### src/hdl/sks_pkg.sv
// ----------------------------------------------------------------------------
// sks_pkg
// types and constants shared by the slice kind scanner modules
// ----------------------------------------------------------------------------
`default_nettype none

package sks_pkg;

  localparam int unsigned ByteW  = 8;
  localparam int unsigned StageW = 3;
  localparam int unsigned KindW  = 2;

  typedef logic [ByteW-1:0]  byte_t;
  typedef logic [StageW-1:0] stage_t;

  typedef enum logic [KindW-1:0] {
    KIND_P = 2'd0,
    KIND_B = 2'd1,
    KIND_I = 2'd2
  } kind_t;

  // start-code stages
  localparam stage_t STG_IDLE   = 3'd0;
  localparam stage_t STG_ZERO2  = 3'd2;
  localparam stage_t STG_ZERO3  = 3'd3;
  localparam stage_t STG_PREFIX = 3'd4;
  localparam stage_t STG_SLICE  = 3'd5;

  // classification masks
  localparam byte_t MASK_7C = 8'h7c;
  localparam byte_t MASK_40 = 8'h40;
  localparam byte_t MASK_70 = 8'h70;
  localparam byte_t MASK_7F = 8'h7f;
  localparam byte_t MASK_0F = 8'h0f;
  localparam byte_t P_VAL_A = 8'h18;
  localparam byte_t P_VAL_B = 8'h40;
  localparam byte_t B_VAL_A = 8'h1c;
  localparam byte_t B_VAL_B = 8'h20;
  localparam byte_t I_VAL_A = 8'h08;
  localparam byte_t I_VAL_B = 8'h30;
  localparam byte_t NAL_IDR = 8'h05;
  localparam byte_t NAL_NON = 8'h01;
  localparam byte_t BYTE_00 = 8'h00;
  localparam byte_t BYTE_01 = 8'h01;

  typedef struct packed {
    stage_t stage;
    logic   saw_intra;
    logic   saw_pred;
  } scan_state_t;

  typedef struct packed {
    byte_t stream_byte;
    logic  end_of_stream;
  } scan_item_t;

  typedef struct packed {
    logic  valid;
    kind_t kind;
    logic  by_end;
  } scan_result_t;

endpackage

`default_nettype wire

### src/hdl/h264_slice_kind_scanner_top.sv
// ----------------------------------------------------------------------------
// h264_slice_kind_scanner_top
// scans an H.264 byte stream and decides whether its slices are P, B or I
// ----------------------------------------------------------------------------
// a decision passes through the input and result registers before it shows on the out_ ports
// throughput: one byte per cycle, set by the single scan step between the input
// and result registers; the input stalls only while a result waits on out_stall
// reset: synchronous, clears the start-code stage, slice flags and both valid bits
`default_nettype none

module h264_slice_kind_scanner_top (
  input  wire        clk,
  input  wire        rst_n,
  input  wire        in_valid,
  output logic       in_stall,
  input  wire  [7:0] in_stream_byte,
  input  wire        in_end_of_stream,
  output logic       out_valid,
  input  wire        out_stall,
  output logic [1:0] out_slice_kind,
  output logic       out_decided_by_end
);
  import sks_pkg::*;

  logic         s1_valid;
  scan_item_t   s1_item;
  scan_item_t   in_item;
  scan_state_t  state_r;
  scan_state_t  state_nxt;
  scan_result_t step_res;
  logic         out_free;
  logic         advance;
  logic         take;

  assign out_free = !out_valid || !out_stall;
  assign advance  = s1_valid && out_free;
  assign in_stall = s1_valid && !out_free;
  assign take     = in_valid && !in_stall;

  assign in_item.stream_byte   = in_stream_byte;
  assign in_item.end_of_stream = in_end_of_stream;

  sks_in_reg u_in_reg (
    .clk        (clk),
    .rst_n      (rst_n),
    .take       (take),
    .advance    (advance),
    .item_in    (in_item),
    .item_valid (s1_valid),
    .item_out   (s1_item)
  );

  sks_step u_step (
    .state_cur (state_r),
    .item      (s1_item),
    .state_nxt (state_nxt),
    .result    (step_res)
  );

  always_ff @(posedge clk) begin
    if (!rst_n) begin
      state_r <= '0;
    end else if (advance) begin
      state_r <= state_nxt;
    end
  end

  sks_out_reg u_out_reg (
    .clk                (clk),
    .rst_n              (rst_n),
    .advance            (advance),
    .result             (step_res),
    .out_stall          (out_stall),
    .out_valid          (out_valid),
    .out_slice_kind     (out_slice_kind),
    .out_decided_by_end (out_decided_by_end)
  );

endmodule

`default_nettype wire

### src/hdl/sks_in_reg.sv
// ----------------------------------------------------------------------------
// sks_in_reg
// input register holding one stream byte until the scan step consumes it
// ----------------------------------------------------------------------------
`default_nettype none

module sks_in_reg (
  input  wire                  clk,
  input  wire                  rst_n,
  input  wire                  take,
  input  wire                  advance,
  input  sks_pkg::scan_item_t  item_in,
  output logic                 item_valid,
  output sks_pkg::scan_item_t  item_out
);
  import sks_pkg::*;

  logic       valid_r;
  scan_item_t item_r;

  always_ff @(posedge clk) begin
    if (!rst_n) begin
      valid_r <= 1'b0;
    end else if (take) begin
      valid_r <= 1'b1;
    end else if (advance) begin
      valid_r <= 1'b0;
    end
  end

  always_ff @(posedge clk) begin
    if (take) begin
      item_r <= item_in;
    end
  end

  assign item_valid = valid_r;
  assign item_out   = item_r;

endmodule

`default_nettype wire

### src/hdl/sks_step.sv
// ----------------------------------------------------------------------------
// sks_step
// start-code tracking and slice classification for one byte
// ----------------------------------------------------------------------------
`default_nettype none

module sks_step (
  input  sks_pkg::scan_state_t  state_cur,
  input  sks_pkg::scan_item_t   item,
  output sks_pkg::scan_state_t  state_nxt,
  output sks_pkg::scan_result_t result
);
  import sks_pkg::*;

  always_comb begin
    stage_t st;
    logic   si;
    logic   sp;
    logic   emit;
    kind_t  kind;
    logic   by_end;
    byte_t  b;

    b      = item.stream_byte;
    st     = state_cur.stage;
    si     = state_cur.saw_intra;
    sp     = state_cur.saw_pred;
    emit   = 1'b0;
    kind   = KIND_P;
    by_end = 1'b0;

    if (st == STG_SLICE) begin
      priority if (((b & MASK_7C) == P_VAL_A) || ((b & MASK_40) == P_VAL_B)) begin
        sp = 1'b1;
      end else if (((b & MASK_7C) == B_VAL_A) || ((b & MASK_70) == B_VAL_B)) begin
        emit = 1'b1;
        kind = KIND_B;
      end else if (((b & MASK_7F) == I_VAL_A) || ((b & MASK_70) == I_VAL_B)) begin
        if (!si) begin
          si = 1'b1;
        end else begin
          emit = 1'b1;
          kind = sp ? KIND_P : KIND_I;
        end
      end else begin
        sp = sp;
      end
      st = STG_IDLE;
    end

    if ((st == STG_PREFIX) &&
        (((b & MASK_0F) == NAL_IDR) || ((b & MASK_0F) == NAL_NON))) begin
      st = STG_SLICE;
    end

    priority if ((b == BYTE_00) && (st < STG_ZERO3)) begin
      st = st + 3'd1;
    end else if ((b != BYTE_00) && (b != BYTE_01) && (st != STG_SLICE)) begin
      st = STG_IDLE;
    end else if ((b == BYTE_01) && ((st == STG_ZERO3) || (st == STG_ZERO2))) begin
      st = STG_PREFIX;
    end else begin
      st = st;
    end

    if (!emit && item.end_of_stream) begin
      emit   = 1'b1;
      kind   = sp ? KIND_P : KIND_I;
      by_end = 1'b1;
    end

    if (emit) begin
      state_nxt.stage     = STG_IDLE;
      state_nxt.saw_intra = 1'b0;
      state_nxt.saw_pred  = 1'b0;
    end else begin
      state_nxt.stage     = st;
      state_nxt.saw_intra = si;
      state_nxt.saw_pred  = sp;
    end

    result.valid  = emit;
    result.kind   = kind;
    result.by_end = by_end;
  end

endmodule

`default_nettype wire

### src/hdl/sks_out_reg.sv
// ----------------------------------------------------------------------------
// sks_out_reg
// result register holding a decision until the receiver takes it
// ----------------------------------------------------------------------------
`default_nettype none

module sks_out_reg (
  input  wire                    clk,
  input  wire                    rst_n,
  input  wire                    advance,
  input  sks_pkg::scan_result_t  result,
  input  wire                    out_stall,
  output logic                   out_valid,
  output logic [1:0]             out_slice_kind,
  output logic                   out_decided_by_end
);
  import sks_pkg::*;

  logic  valid_r;
  kind_t kind_r;
  logic  by_end_r;

  always_ff @(posedge clk) begin
    if (!rst_n) begin
      valid_r <= 1'b0;
    end else if (advance) begin
      valid_r <= result.valid;
    end else if (!out_stall) begin
      valid_r <= 1'b0;
    end
  end

  always_ff @(posedge clk) begin
    if (advance && result.valid) begin
      kind_r   <= result.kind;
      by_end_r <= result.by_end;
    end
  end

  assign out_valid          = valid_r;
  assign out_slice_kind     = kind_r;
  assign out_decided_by_end = by_end_r;

endmodule

`default_nettype wire

### config.mk
export PLATFORM = sky130hd
export DESIGN_NAME = h264_slice_kind_scanner_top
export DESIGN_NICKNAME = d
export VERILOG_FILES = /design/src/hdl/sks_pkg.sv /design/src/hdl/h264_slice_kind_scanner_top.sv /design/src/hdl/sks_in_reg.sv /design/src/hdl/sks_step.sv /design/src/hdl/sks_out_reg.sv
export SDC_FILE = /design/constraint.sdc
export NUM_CORES = 1
export LEC_CHECK = 0
export BUFFER_PORTS_ARGS = -buffer_cell sky130_fd_sc_hd__clkbuf_2
export CAP_MARGIN = 10
export CORE_MARGIN = 10
export CORE_UTILIZATION = 54
export CTS_CLUSTER_DIAMETER = 100
export DETAILED_ROUTE_END_ITERATION = 10
export GPL_TIMING_DRIVEN = 0
export PLACE_DENSITY = 0.84
export SLEW_MARGIN = 20
export SYNTH_ARGS = -nofsm -noshare
export SYNTH_HDL_FRONTEND = slang
export SYNTH_HIERARCHICAL = 1
export SYNTH_SLANG_ARGS = --single-unit
### constraint.sdc
create_clock -name clk -period 3.03 [get_ports clk]
set_clock_uncertainty 0.15 [all_clocks]
set_input_delay 0 -clock clk [delete_from_list [all_inputs] [get_ports clk]]
set_output_delay 0 -clock clk [all_outputs]
set_load 0.01 [all_outputs]
==> flow_summary.json, run 1 <==
{
  "area_growth_syn_to_layout_pct": 25.1,
  "ys_seq_area_frac": 0.477,
  "avgSynthCellArea_um2": 11.1,
  "crit_path_end_kind": "register",
  "syn_nets": 109,
  "overflow": 0,
  "clock_latency_ns": 0.30,
  "fmax_ghz": 0.354,
  "fin_nets": 143,
  "period_share": 0.933,
  "grt_pass1_vias": 896,
  "ys_warn_count": 6,
  "p_int_mw": 0.368,
  "netlist_top_cells_area": "edfxtp_1 34%, dfxtp_1 13%, nand2_1 5.0%",
  "cap_viol_max_count": 0,
  "clockPowerShare": 0.272,
  "die_area_um2": 4110,
  "antenna_found_initial": 0,
  "status": "finished clean",
  "drtIter0Drc": 52,
  "via_count": 866,
  "crit_arrival_ns": 2.93,
  "final_common_cell": "clkbuf_2",
  "io_pins": 18,
  "hpwl_um": 1610,
  "cts_setup_buffers": 0,
  "fillers": 125,
  "grt_max_degree": 12,
  "die_w_um": 64.1,
  "post-route-util": 0.737,
  "fin_ws_ns": 0.204,
  "slowest_stage": "or4b_1",
  "ctsResizeCount": 0,
  "power.density_nw_per_um2": 371,
  "ys_dominant_reg_cell": "edfxtp_1",
  "dpl_cell_area_um2": 1170,
  "slew_headroom": 0.449,
  "clock_path_buffers": 2,
  "cts_tree": "yes",
  "synthesis.area_um2": 1050,
  "port_buffers": 17,
  "p_comb_frac": 0.117,
  "setup_viol": 0,
  "async_flop_share": 0,
  "critPathKind": "reg -> reg",
  "die_h_um": 64.1,
  "grt_pass1_wl_um": 4080,
  "pre_cts_ws_ns": 0.732,
  "setup_tns_ns": 0,
  "crit_chain": "nor4bb_4, or4b_1, o221ai_2, and2_1, o21a_1, dlygate4sd3_1",
  "cts.sinks": 19,
  "core.rowCount": 15,
  "via_per_inst": 5.66,
  "drtPass1Iterations": 5,
  "grt_usage": 0.121,
  "start_util": 0.589,
  "p_leak_nw": 0.482,
  "p_sw_mw": 0.120,
  "routabilityCongestion": 0.889,
  "cp_data_required_time_ns": 3.13,
  "synth_seq_cells": 19,
  "layout_common_cells": "17 x clkbuf_2, 14 x nand2_1, 12 x dlygate4sd3_1, 12 x edfxtp_1, 7 x dfxtp_1",
  "finalHoldViolCount": 0,
  "cp_max_fo": 8,
  "drt.antenna.violating_nets": 0,
  "irDropWorstVdd_mv": 0.266,
  "cts_buffers": 3,
  "yosys.area.top_type_share": 0.343,
  "final_area_um2": 1310,
  "yosys.area.top_type": "edfxtp_1",
  "cp-start-kind": "register",
  "post-route-drc-count": 0,
  "crit_path_max_incr_delay_ns": 0.56,
  "maxSlewViolCount": 0,
  "hp-class": "in -> reg",
  "syn_inst": 95,
  "rsz0062_at_grt": "false",
  "hold_buffers": 12,
  "synth.distinct_cells": 42,
  "drive_gt1_frac": 0.258,
  "p_seq_frac": 0.611,
  "wl_um": 2360,
  "htree_levels": 1,
  "wl_per_cell_um": 15.4,
  "min_period_ns": 2.83,
  "diodes": 0,
  "cts.clk_slew.worst_paths_ns": 0.11,
  "cts.root.buffer_cell": "clkbuf_4",
  "synth_edf_count": 12,
  "swShare": 0.246,
  "core_area_um2": 1780,
  "worst_pin_slew_ns": 0.825
}
-- final cells by class --
type / count / area [µm²] / share of cell area
Multi-Input combinational cell: 72 / 533 / 0.406
Timing Repair Buffer: 29 / 205 / 0.156
Buffer: 1 / 5.00 / 0.00381
Clock inverter: 1 / 5.00 / 0.00381
Tap cell: 25 / 31.3 / 0.0238
Clock buffer: 3 / 22.5 / 0.0171
Inverter: 3 / 11.3 / 0.00857
Sequential cell: 19 / 500 / 0.381
-- worst max-delay path, delay by kind of cell, from the launching register on --
| kind | cells | cell delay [ns] |
|---|---|---|
| buffers and inverters | 1 | 0.56 |
| AOI/OAI and AO/OA | 2 | 0.49 |
| and+or+nand+nor | 3 | 1.07 |
| DFF | 1 | 0.51 |
-- cells in the mapped netlist, types with 2 or more instances --
library cell and instances:
a21oi_1 5, and2_1 2, dfxtp_1 7, edfxtp_1 12, inv_1 3, mux2i_1 5, nand2_1 14, nor2_1 4
nor2b_1 4, nor3_1 3, nor4b_1 2, o21a_1 2, o21ai_0 2, o21bai_1 2
-- logic make-up (layout without fill, tap and decap cells) --
group                    after synthesis  count (layout)  share of synthesized area
AO/OA/AOI/OAI                         21              21                      0.164
buffers and inverters                  4              37                     0.0155
multiplexers                           7               7                     0.0727
adder cells (fa/ha/maj)                1               1                     0.0119
AND/OR/NAND/NOR                       43              43                      0.259
flip-flops                            19              19                      0.477
-- layer usage --
layer | vias up | share of wire | global-route usage
met5 | - | 0 | 0
met4 | 0 | 0.020 | 0.0561
met3 | 6 | 0.062 | 0.0401
met2 | 25 | 0.52 | 0.209
met1 | 405 | 0.40 | 0.132
li1 | 430 | - | -
-- power groups by stage --
stage | Sequential [mW] | Clock, mW | Combinational [mW]
detailed placement | 0.303 | 0 | 0.0440
finish | 0.298 | 0.132 | 0.0571
global placement | 0.302 | 0 | 0.0423
global route | 0.299 | 0.148 | 0.0620
floorplan | 0.302 | 0 | 0.0269
CTS | 0.297 | 0.133 | 0.0562
-- per-stage QoR --
step / power (mW) / hold WS [ns] / cells
finish: 0.487 / 0.0902 / 153
floorplan: 0.329 / -0.0511 / 95
CTS: 0.486 / 0.0982 / 153
global route: 0.509 / 0.100 / 153
detailed placement: 0.347 / 0.0287 / 137
global placement: 0.345 / 0.0264 / 137
-- registers in the layout, summed over array words and instances, names as in the netlist --
register	flops
u_out_reg/out_decided_by_end	1
u_out_reg/out_slice_kind	2
state_r	5
u_out_reg/out_valid	1
u_in_reg/item_valid	1
u_in_reg/item_out	9
-- final timing paths --
path | startpoint | end | slack (ns) | depth (start not counted)
setup reg to reg | u_in_reg/item_out[4]$_DFFE_PP_ | u_out_reg/out_valid$_SDFFE_PN0P_ | 0.20 | 6
setup / recovery | u_in_reg/item_out[4]$_DFFE_PP_ | u_out_reg/out_valid$_SDFFE_PN0P_ | 0.20 | 6
hold / removal | in_valid | u_in_reg/item_out[0]$_DFFE_PP_ | 0.09 | 2
hold reg to reg | state_r[0]$_SDFFE_PN0P_ | state_r[0]$_SDFFE_PN0P_ | 0.35 | 2
No activity file was read; power rests on OpenSTA's default activity.
==> run 2, diff against run 1 <==
--- a/config.mk
+++ b/config.mk
@@ -7,12 +7,12 @@
 export LEC_CHECK = 0
 export BUFFER_PORTS_ARGS = -buffer_cell sky130_fd_sc_hd__clkbuf_2
 export CAP_MARGIN = 10
-export CORE_MARGIN = 10
-export CORE_UTILIZATION = 54
+export CORE_MARGIN = 3
+export CORE_UTILIZATION = 49
 export CTS_CLUSTER_DIAMETER = 100
 export DETAILED_ROUTE_END_ITERATION = 10
 export GPL_TIMING_DRIVEN = 0
-export PLACE_DENSITY = 0.84
+export PLACE_DENSITY = 0.81
 export SLEW_MARGIN = 20
 export SYNTH_ARGS = -nofsm -noshare
 export SYNTH_HDL_FRONTEND = slang
==> constraint.sdc (replaced) <==
create_clock -name clk -period 2.5 [get_ports clk]
set_clock_uncertainty 0.15 [all_clocks]
set_input_delay 0 -clock clk [delete_from_list [all_inputs] [get_ports clk]]
set_output_delay 0 -clock clk [all_outputs]
set_load 0.01 [all_outputs]
==> run 2 against run 1 <==
Wire length shrank 23%. Largest power group unchanged. Count of clock-buffer cells in the layout rose by 1. Maximum frequency up 25%. Sequential power rose by 21%. Highest routed layer unchanged. Non-clock buffer count is 1 lower. Sequential share of layout area is 0.26 points higher. Hold slack got worse by 0.011 ns. Die area shrank 33%. Power rose by 18%.
==> flow_summary.json, run 2 (synthesized netlist as in run 1, its figures left out) <==
{
  "grt_pass1_vias": 776,
  "grt_max_degree": 11,
  "maxSlewViolCount": 0,
  "drt.antenna.violating_nets": 0,
  "crit_arrival_ns": 2.11,
  "final_area_um2": 1310,
  "post-route-drc-count": 0,
  "die_area_um2": 2730,
  "core.rowCount": 16,
  "wl_per_cell_um": 11.7,
  "cts.sinks": 19,
  "irDropWorstVdd_mv": 0.343,
  "met3_length_um": 55,
  "diodes": 0,
  "port_buffers": 17,
  "hp-class": "in -> reg",
  "io_pins": 18,
  "grt_usage": 0.156,
  "met2_length_um": 917,
  "min_period_ns": 2.26,
  "cts.clk_slew.worst_paths_ns": 0.10,
  "status": "finished clean",
  "start_util": 0.524,
  "via_per_inst": 5.31,
  "routabilityCongestion": 0.838,
  "grt_pass1_wl_um": 3200,
  "antenna_found_initial": 0,
  "area_growth_syn_to_layout_pct": 24.3,
  "power.density_nw_per_um2": 439,
  "cp_data_required_time_ns": 2.35,
  "cap_viol_max_count": 0,
  "total_power_mw": 0.573,
  "rsz0062_at_grt": "false",
  "largest_reg_flops": 9,
  "cts_tree": "yes",
  "die_w_um": 52.3,
  "cp-start-kind": "register",
  "fmax_ghz": 0.442,
  "fillers": 168,
  "htree_levels": 1,
  "layout_common_cells": "17 x clkbuf_2, 14 x nand2_1, 12 x edfxtp_1",
  "setup_tns_ns": 0,
  "dpl_cell_area_um2": 1170,
  "critPathKind": "reg -> reg",
  "period_share": 0.904,
  "die_h_um": 52.3,
  "setup_viol": 0,
  "core_area_um2": 2000,
  "worst_pin_slew_ns": 0.709,
  "cts_buffers": 3,
  "wl_um": 1810,
  "overflow": 0,
  "drive_gt1_frac": 0.252,
  "cts.root.buffer_cell": "clkbuf_4",
  "routed.top_layer": "met4",
  "clock_path_buffers": 2,
  "slew_headroom": 0.527,
  "cts_setup_buffers": 0,
  "hpwl_um": 1310,
  "via_count": 818,
  "drtPass1Iterations": 4,
  "wl_met1_um": 827,
  "finalHoldViolCount": 0,
  "cp_max_fo": 8,
  "fin_nets": 142,
  "final_common_cell": "clkbuf_2",
  "clock_latency_ns": 0.29,
  "crit_path_end_kind": "register",
  "drtIter0Drc": 18,
  "p_leak_nw": 0.473
}
==> run 2: changes by cell type in the layout (fill, tap and decap cells not counted) <==
cell / change
clkbuf_1: +1
clkinv_2: -1
dlygate4sd3_1: -1
==> run 2: path summary, 6_finish.rpt <==
| kind | from | endpoint | slack (ns) | cells past startpoint |
|---|---|---|---|---|
| max reg2reg | u_in_reg/item_out[4]$_DFFE_PP_ | u_out_reg/out_decided_by_end$_DFFE_PP_ | 0.24 | 4 |
| max | u_in_reg/item_out[4]$_DFFE_PP_ | u_out_reg/out_decided_by_end$_DFFE_PP_ | 0.24 | 4 |
| min reg2reg | state_r[0]$_SDFFE_PN0P_ | state_r[0]$_SDFFE_PN0P_ | 0.33 | 2 |
| min | in_valid | u_in_reg/item_out[0]$_DFFE_PP_ | 0.08 | 2 |
==> run 2: area by class of cell <==
| type | instances | area, µm² | share of cell area |
|---|---|---|---|
| multi-input combinational | 72 | 533 | 0.408 |
| sequential | 19 | 500 | 0.384 |
| timing repair buffer | 28 | 195 | 0.150 |
| tap | 27 | 33.8 | 0.0259 |
| clock buffer | 4 | 26.3 | 0.0201 |
| inverter | 3 | 11.3 | 0.00863 |
| buffer | 1 | 5.00 | 0.00384 |
==> run 2: repair_timing <==
action	4_1_cts	5_1_grt
endpoints found under the hold margin	16	0
hold buffers	11	0
resized for setup	0	0
==> run 2: critical path: stages, from the launching register on <==
cell and delay, ns:
edfxtp_1 0.50, nor4bb_4 0.21, or4b_1 0.54, o221ai_2 0.31
and2_1 0.27
==> run 2: power by group <==
group / switching [mW] / internal [mW]
logic: 0.0271 / 0.0374
clock network: 0.0872 / 0.0620
registers: 0.0123 / 0.347
==> run 2: per-layer routing <==
layer,vias up,GRT usage
li1,427,-
met1,375,0.200
met2,14,0.264
met3,2,0.0256
met4,0,0.0511
met5,-,0
==> run 2: stage by stage <==
stage	hold slack, ns	util	worst slack (ns)	std cells
floorplan	-0.0511	-	0.407	95
global placement	0.0267	0.584	0.254	139
detailed placement	0.0286	0.584	0.240	139
CTS	0.0719	0.652	0.234	154
global route	0.0904	0.652	0.0599	154
finish	0.0789	0.652	0.239	154
==> run 3, diff against run 2 <==
--- a/config.mk
+++ b/config.mk
@@ -6,13 +6,14 @@
 export NUM_CORES = 1
 export LEC_CHECK = 0
 export BUFFER_PORTS_ARGS = -buffer_cell sky130_fd_sc_hd__clkbuf_2
-export CAP_MARGIN = 10
+export CAP_MARGIN = 20
 export CORE_MARGIN = 3
-export CORE_UTILIZATION = 49
+export CORE_UTILIZATION = 54
 export CTS_CLUSTER_DIAMETER = 100
 export DETAILED_ROUTE_END_ITERATION = 10
 export GPL_TIMING_DRIVEN = 0
-export PLACE_DENSITY = 0.81
+export PLACE_DENSITY = 0.84
+export SKIP_LAST_GASP = 1
 export SLEW_MARGIN = 20
 export SYNTH_ARGS = -nofsm -noshare
 export SYNTH_HDL_FRONTEND = slang
==> constraint.sdc (replaced) <==
create_clock -name clk -period 2.4 [get_ports clk]
set_clock_uncertainty 0.15 [all_clocks]
set_input_delay 0 -clock clk [delete_from_list [all_inputs] [get_ports clk]]
set_output_delay 0 -clock clk [all_outputs]
set_load 0.01 [all_outputs]
==> run 3 against run 2 <==
Combinational power up 9.3%. Sequential power up 5%. Register-to-register slack worse by 0.17 ns. Setup slack worse by 0.17 ns. Critical endpoint unchanged. Highest routed layer unchanged.
==> flow_summary.json, run 3 (synthesized netlist as in run 1, its figures left out) <==
{
  "crit_path_max_incr_delay_ns": 0.55,
  "cp_num_cells": 4,
  "crit_arrival_ns": 2.19,
  "worst_pin_slew_ns": 0.800,
  "total_power_mw": 0.606,
  "reg2reg_depth": 4,
  "diodes": 0,
  "via_per_inst": 5.61,
  "grt_usage": 0.195,
  "drive_gt1_frac": 0.283,
  "irDropWorstVdd_mv": 0.348,
  "drtPass1Iterations": 4,
  "drt.antenna.violating_nets": 0,
  "cts_setup_buffers": 0,
  "crit_chain": "nor4bb_4, or4b_1, o221ai_2, and2_2",
  "status": "finished clean",
  "p_leak_nw": 0.475,
  "core.rowCount": 15,
  "post-route-drc-count": 0,
  "final_common_cell": "clkbuf_2",
  "io_pins": 18,
  "grt_pass1_vias": 867,
  "finalHoldViolCount": 0,
  "met2_length_um": 1140,
  "min_period_ns": 2.33,
  "cts.root.buffer_cell": "clkbuf_4",
  "hpwl_um": 1420,
  "slowest_stage": "or4b_1",
  "dpl_cell_area_um2": 1170,
  "path_delay_family": "simple AND/OR/NAND/NOR gates",
  "grt_pass1_wl_um": 3730,
  "overflow": 0,
  "clock_latency_ns": 0.29,
  "cts_buffers": 3,
  "cts_tree": "yes",
  "largest_reg_flops": 9,
  "met3_length_um": 97,
  "slew_headroom": 0.465,
  "cp-start-kind": "register",
  "antenna_found_initial": 0,
  "core_area_um2": 1780,
  "clock_path_buffers": 2,
  "maxSlewViolCount": 0,
  "wl_um": 2160,
  "period_share": 0.970,
  "htree_levels": 1,
  "via_count": 853,
  "cts.sinks": 19,
  "cap_viol_max_count": 0,
  "die_w_um": 50.1,
  "cp.buffers_inverters": 0,
  "die_area_um2": 2510,
  "layout_common_cells": "17 x clkbuf_2, 14 x nand2_1, 12 x edfxtp_1",
  "grt_max_degree": 13,
  "area_growth_syn_to_layout_pct": 25.9,
  "fin_nets": 142,
  "cp_max_fo": 8,
  "cp_data_required_time_ns": 2.26,
  "wl_met1_um": 878,
  "hp-class": "in -> reg",
  "port_buffers": 17,
  "wl_per_cell_um": 14.2,
  "cts.clk_slew.worst_paths_ns": 0.11,
  "hold_path_depth": 2,
  "final_area_um2": 1320,
  "drtIter0Drc": 10,
  "post-route-util": 0.741,
  "setup_viol": 0,
  "setup_tns_ns": 0,
  "routed.top_layer": "met4",
  "die_h_um": 50.1,
  "crit_path_end_kind": "register",
  "routabilityCongestion": 0.888,
  "start_util": 0.589,
  "power.density_nw_per_um2": 458,
  "fmax_ghz": 0.429,
  "critPathKind": "reg -> reg"
}
## run 3: report_power, final
part	total, mW	internal, mW	switching [mW]
registers	0.377	0.362	0.0151
clock network	0.158	0.0634	0.0948
logic	0.0706	0.0398	0.0308
total	0.606	0.465	0.141
## run 3: layout make-up
type | count | area, µm²
clock inverters | 1 | 7.51
multi-input cells | 72 | 548
inverters | 3 | 11.3
plain buffers | 1 | 5.00
clock buffers | 3 | 22.5
repair buffers | 28 | 195
flip-flops and latches | 19 | 500
fillers | 119 | 462
well taps | 25 | 31.3
## run 3: layer usage
layer  vias to the layer above  GRT usage
met5                         -          0
met4                         0     0.0553
met3                         6     0.0634
met2                        28      0.350
met1                       393      0.216
li1                        426          -
## run 3: final timing paths
check                                       from                                      to  slack [ns]
hold reg to reg          state_r[1]$_SDFFE_PN0P_                 state_r[1]$_SDFFE_PN0P_        0.34
hold / removal                          in_valid          u_in_reg/item_out[0]$_DFFE_PP_        0.09
setup reg to reg  u_in_reg/item_out[4]$_DFFE_PP_  u_out_reg/out_decided_by_end$_DFFE_PP_        0.07
setup / recovery  u_in_reg/item_out[4]$_DFFE_PP_  u_out_reg/out_decided_by_end$_DFFE_PP_        0.07
## run 3: metrics by stage
step	setup slack, ns	instances	hold WS [ns]
2_1_floorplan	0.307	95	-0.0511
3_3_place_gp	0.162	137	0.0265
3_5_place_dp	0.0969	137	0.0286
4_1_cts	0.0817	152	0.0846
5_1_grt	-0.00305	152	0.0921
6_report	0.0713	152	0.0923
## run 3: timing repair
item                                   4_1_cts  5_1_grt
hold buffers                                11        0
setup endpoints to repair                    0        6
endpoints found under the hold margin       16        0
resized for setup                            0        4
